## src/rtl/lsc_pkg.sv

```systemverilog
`timescale 1ns / 1ps

package lsc_pkg;

    localparam logic [1:0] FUNC_CLEAR   = 2'd0;
    localparam logic [1:0] FUNC_WRITE   = 2'd1;
    localparam logic [1:0] FUNC_CONVERT = 2'd2;

    localparam int SAMPLE_W   = 32;
    localparam int FRAC_W     = 16;
    localparam int LOG_W      = 21;
    localparam int NORM_STEPS = 5;
    localparam int LAST_STEP  = NORM_STEPS + FRAC_W - 1;
    localparam int STEP_W     = 5;

    localparam int          LN2_W   = 24;
    localparam logic [23:0] LN2_Q24 = 24'd11629080;
    localparam int          PROD_W  = LOG_W + LN2_W;
    localparam int          T_W     = 56;
    localparam int          T_POS   = 40;
    localparam int          DIV_POS = 42;

    localparam int          RECIP_W   = 26;
    localparam int          DIV_SHIFT = 14;
    localparam logic [13:0] DIV_RECIP = 14'd5462;

    typedef struct packed {
        logic             done;
        logic [LOG_W-1:0] value;
    } t_log_out;

    function automatic longint lsc_part(longint u, longint a, longint b, longint rr);
        longint lo;
        longint span;
        lo   = a * rr;
        span = (b - a) * rr;
        if (u <= lo) begin
            return 0;
        end
        if (u - lo >= span) begin
            return span;
        end
        return u - lo;
    endfunction

endpackage

```

## src/rtl/lsc_log2.sv

```systemverilog
`timescale 1ns / 1ps

module lsc_log2
    import lsc_pkg::*;
(
    input  logic                i_clk,
    input  logic                i_rst_n,
    input  logic                i_start,
    input  logic [SAMPLE_W-1:0] i_value,
    output t_log_out            o_log
);

    logic [SAMPLE_W-1:0]   r_m;
    logic [SAMPLE_W-1:0]   n_m;
    logic [4:0]            r_e;
    logic [4:0]            n_e;
    logic [FRAC_W-1:0]     r_frac;
    logic [FRAC_W-1:0]     n_frac;
    logic [STEP_W-1:0]     r_step;
    logic                  r_busy;
    logic                  r_done;
    logic [4:0]            w_sh;
    logic [SAMPLE_W-1:0]   w_mask;
    logic [2*SAMPLE_W-1:0] w_sq;
    logic [SAMPLE_W:0]     w_m2;
    logic [STEP_W-1:0]     w_bit;

    assign w_sh   = 5'(5'd16 >> r_step[2:0]);
    assign w_mask = ~({SAMPLE_W{1'b1}} >> w_sh);
    assign w_sq   = 64'(r_m) * 64'(r_m);
    assign w_m2   = w_sq[2*SAMPLE_W-1:SAMPLE_W-1];
    assign w_bit  = STEP_W'(LAST_STEP) - r_step;

    always_comb begin
        n_m    = r_m;
        n_e    = r_e;
        n_frac = r_frac;
        if (r_step < STEP_W'(NORM_STEPS)) begin
            if ((r_m & w_mask) == '0) begin
                n_m = r_m << w_sh;
                n_e = r_e - w_sh;
            end
        end else if (w_m2[SAMPLE_W]) begin
            n_m = w_m2[SAMPLE_W:1];
            n_frac[w_bit[3:0]] = 1'b1;
        end else begin
            n_m = w_m2[SAMPLE_W-1:0];
        end
    end

    always_ff @(posedge i_clk) begin
        if (!i_rst_n) begin
            r_busy <= 1'b0;
            r_done <= 1'b0;
            r_step <= '0;
        end else begin
            r_done <= 1'b0;
            if (i_start) begin
                r_busy <= 1'b1;
                r_step <= '0;
            end else if (r_busy) begin
                r_step <= r_step + 1'b1;
                if (r_step == STEP_W'(LAST_STEP)) begin
                    r_busy <= 1'b0;
                    r_done <= 1'b1;
                end
            end
        end
    end

    always_ff @(posedge i_clk) begin
        if (i_start) begin
            r_m    <= i_value;
            r_e    <= 5'd31;
            r_frac <= '0;
        end else if (r_busy) begin
            r_m    <= n_m;
            r_e    <= n_e;
            r_frac <= n_frac;
        end
    end

    assign o_log.done  = r_done;
    assign o_log.value = {r_e, r_frac};

endmodule

```

## config.mk

```make
export PLATFORM = sky130hd
export DESIGN_NAME = lsc_log2
export DESIGN_NICKNAME = d
export VERILOG_FILES = /design/src/rtl/lsc_pkg.sv /design/src/rtl/lsc_log2.sv
export SDC_FILE = /design/constraint.sdc
export NUM_CORES = 2
export LEC_CHECK = 0
export ABC_AREA = 0
export ABC_CLOCK_PERIOD_IN_PS = 8300
export CORE_AREA = 2 2 243 245
export CTS_BUF_LIST = sky130_fd_sc_hd__clkbuf_16
export CTS_CLUSTER_DIAMETER = 80
export CTS_CLUSTER_SIZE = 24
export DETAILED_ROUTE_END_ITERATION = 7
export DIE_AREA = 0 0 245 247
export DONT_BUFFER_PORTS = 1
export HOLD_SLACK_MARGIN = 0.02
export PLACE_DENSITY = 0.78
export SETUP_SLACK_MARGIN = 0.1
export SYNTH_ARGS = -nofsm -noshare
export SYNTH_HDL_FRONTEND = slang
export SYNTH_SLANG_ARGS = --single-unit
```

## constraint.sdc

```tcl
create_clock -name i_clk -period 8.3 [get_ports i_clk]
set_input_delay 0.415 -clock i_clk [delete_from_list [all_inputs] [get_ports i_clk]]
set_output_delay 0.415 -clock i_clk [all_outputs]
set_load 0.005 [all_outputs]
```

==> key figures <==
Status
  – Status: finished clean

Route
  – DR vias: 26,240
  – Antenna-violating nets left: 0
  – Vias per cell: 5.735
  – TritonRoute pass-1 iters: 6
  – Detailed-route wire length: 95,350 µm
  – Drt wl/cell: 20.84 µm
  – Initial drt markers: 2,609
  – DRC viols: 0

Final layout
  – Final net count: 4,936
  – Layout area overhead: 8.191%
  – Layout cells sized above 1: 0.08629
  – Fin util: 0.6376
  – Post-Layout Cell Count: 4,575

Placed design
  – Post-DP HPWL: 78,320 µm
  – Buffers on Ports: 0
  – Routability cong.: 0.9990
  – Dpl cells: 4,528

GRT
  – Global route overflow: 0
  – Vias in the first global route: 28,250
  – First-pass GRT wire length: 152,100 µm
  – GRT Util Overall: 0.3263
  – M2 GR Usage: 0.5472
  – Met1 Resource Use GR: 0.4207
  – Global Route met3 Usage: 0.04830
  – Largest net degree at the start of global routing: 61
  – Top Usage Layer GRT: met2
  – Initial antenna violation count: 2

Worst setup path
  – CP required: 8.46 ns
  – CP dominant cell by count: fa_1
  – CP Launch Type: register
  – Worst path buffer plus inverter count: 6
  – CP max stage cell: fa_1
  – Critical path capture point type: register
  – CP peak stage delay: 0.59 ns
  – Critical path fanouts, max: 10
  – Crit Path Category: register to register
  – Cell family with most CP delay: adder cells
  – Worst path arrival time: 8.21 ns

Synth
  – Post-synthesis sequential area ratio: 0.04433
  – Top cell type's share of synthesized area: 0.4619
  – Cell Area, Synth: 34,320 µm²
  – Area leader, netlist: fa_1
  – Mapped Nets: 4,932
  – Post-Syn Instances: 3,792
  – Mapped Avg Cell Area: 9.051 µm²
  – Yosys warns: 0
  – Yosys cell types: 94
  – Async SR Flop Fraction: 0
  – Synth Register Bits: 60
  – EDFF count, synth: 32
  – Most used flip-flop cell after synthesis: edfxtp_1
  – Synth area leaders: fa_1 (46%), ha_1 (11%), inv_1 (11%)

Min path
  – Hold Crit Class: primary input to register

Timing
  – Setup TNS Final: 0 ns
  – Slew headroom: 0.3042
  – F_max: 124.3 MHz
  – Fin. max-slew vios: 0
  – Tightest Pin Transition: 1.043 ns
  – Hold Fails Final Rpt: 0
  – Worst clock skew: 0.009776 ns
  – # setup viols final: 0
  – Final period demand of the worst path: 8.044 ns
  – RSZ-0062 raised after global routing: yes
  – Final period util: 0.9692
  – Hold_ws: 0.1582 ns

Clock tree
  – CTS tree: yes
  – Clk buf depth: 2
  – Root Buffer Master: clkbuf_16
  – Clk Latency, worst-skew pair: 0.34 ns
  – Clock Sinks: 60
  – Post-cts hold buffer count: 0
  – CTS buffer count: 9
  – Clock transition at path regs: 0.06 ns
  – H-tree depth: 3

Die
  – I/O Pins: 57
  – Die height: 247 µm
  – DIE WIDTH: 245 µm
  – Row cnt: 89
  – Die ar.: 60,520 µm²
  – Initial Utilization: 0.5893
  – Core area: 58,240 µm²

Run
  – Number of max-cap violations: 0
==> worst register-to-register path, cell delays in order, from the launching register on <==
cell and delay (ns):
edfxtp_1 0.52, buf_12 0.22, and2_1 0.20, fa_1 0.59, fa_1 0.46, fa_1 0.53
inv_1 0.05, fa_1 0.48, inv_1 0.06, fa_1 0.48, fa_1 0.57, fa_1 0.45
fa_1 0.56, ha_4 0.31, buf_4 0.13, and4_4 0.26, and2_4 0.16, a221oi_4 0.08
buf_4 0.17, a2111oi_4 0.33, a211oi_2 0.11, buf_4 0.19, nor3_1 0.19, nor2_1 0.07
xnor2_1 0.34, a221oi_1 0.16, a2bb2oi_1 0.22
==> cell usage in the layout (no fill, tap or decap), drive strengths merged, types with 5 or more instances in the layout <==
cell      count
a32oi         7
o221ai        5
nor3         33
dfxtp        28
o211ai       22
o21bai       13
mux2i        38
a31o         12
inv         996
nor2        123
o311ai        5
o22ai         9
mux4         13
o21ai        91
a22oi         5
nand4        21
a221oi       12
a2bb2oi       9
edfxtp       32
buf         172
and3         12
a21o         34
clkinvlp      6
a21oi       113
a211oi       13
a2111oi       5
nand2       398
nand3        36
mux2          5
fa          792
ha          313
a31oi        33
clkbuf       14
xor2         43
or2           5
nor2b        11
and2        223
xnor2        42
==> layer usage <==
layer | vias up | routed length (µm)
li1 | 11490 | -
met1 | 13110 | 35850
met2 | 1311 | 45660
met3 | 323 | 7946
met4 | 2 | 5887
met5 | - | 11
==> logic make-up after synthesis <==
kind of cell | synth area share
buffers and inverters | 0.1311
adders and majority gates | 0.5760
and+or+nand+nor | 0.1214
AOI/OAI and AO/OA | 0.08377
xor gates and xnor gates | 0.02213
DFF | 0.04433
muxes | 0.02125
==> Yosys cell counts (36+ instances only) <==
cell type	n
xnor2_1	41
fa_1	792
a21oi_1	105
inv_1	998
and2_1	222
nand2_1	397
mux2i_1	38
clkbuf_1	143
nand3_1	36
ha_1	313
xor2_1	42
o21ai_0	76
nor2_1	121
==> state kept, by name (all words and copies together) (netlist names) <==
signal and count:
r_m 32, r_frac 16, r_e 5, r_step 5
r_busy 1, r_done 1
==> final timing paths <==
path | slack (ns) | startpoint | cells past startpoint | to
worst max-delay path | 0.26 | r_m[7] | 26 | r_m[18]
worst min-delay path | 0.16 | i_start | 1 | r_frac[9]
worst max register to register | 0.26 | r_m[7] | 26 | r_m[18]
worst min register to register | 0.50 | r_frac[13] | 2 | r_frac[13]
==> per-stage QoR <==
stage	worst slack [ns]	area, µm²
final	0.2556	37130
after global routing	0.02856	37130
after floorplan	0.5802	34320
after global placement	-0.1140	35940
after detailed placement	-0.1565	35940
after CTS	0.1274	36290
==> what timing repair did <==
action	4_1_cts	5_1_grt
setup buffers	0	27
gates cloned	0	3
setup endpoints to repair	9	46
resized for setup	10	105
pin swaps	0	23
==> area by class of cell <==
| type | count | area [µm²] |
|---|---|---|
| multi-input combinational | 2549 | 28710 |
| fill | 4682 | 21110 |
| inverter | 1001 | 3780 |
| timing repair buffer | 175 | 1841 |
| sequential | 60 | 1521 |
| tap | 773 | 967.2 |
| clock buffer | 11 | 275.3 |
| clock inverter | 5 | 37.54 |
| antenna | 1 | 2.502 |
Power is left out: the tool's default activity adds up to more than one toggle a clock period on the data nets, which glitch-free logic cannot reach.
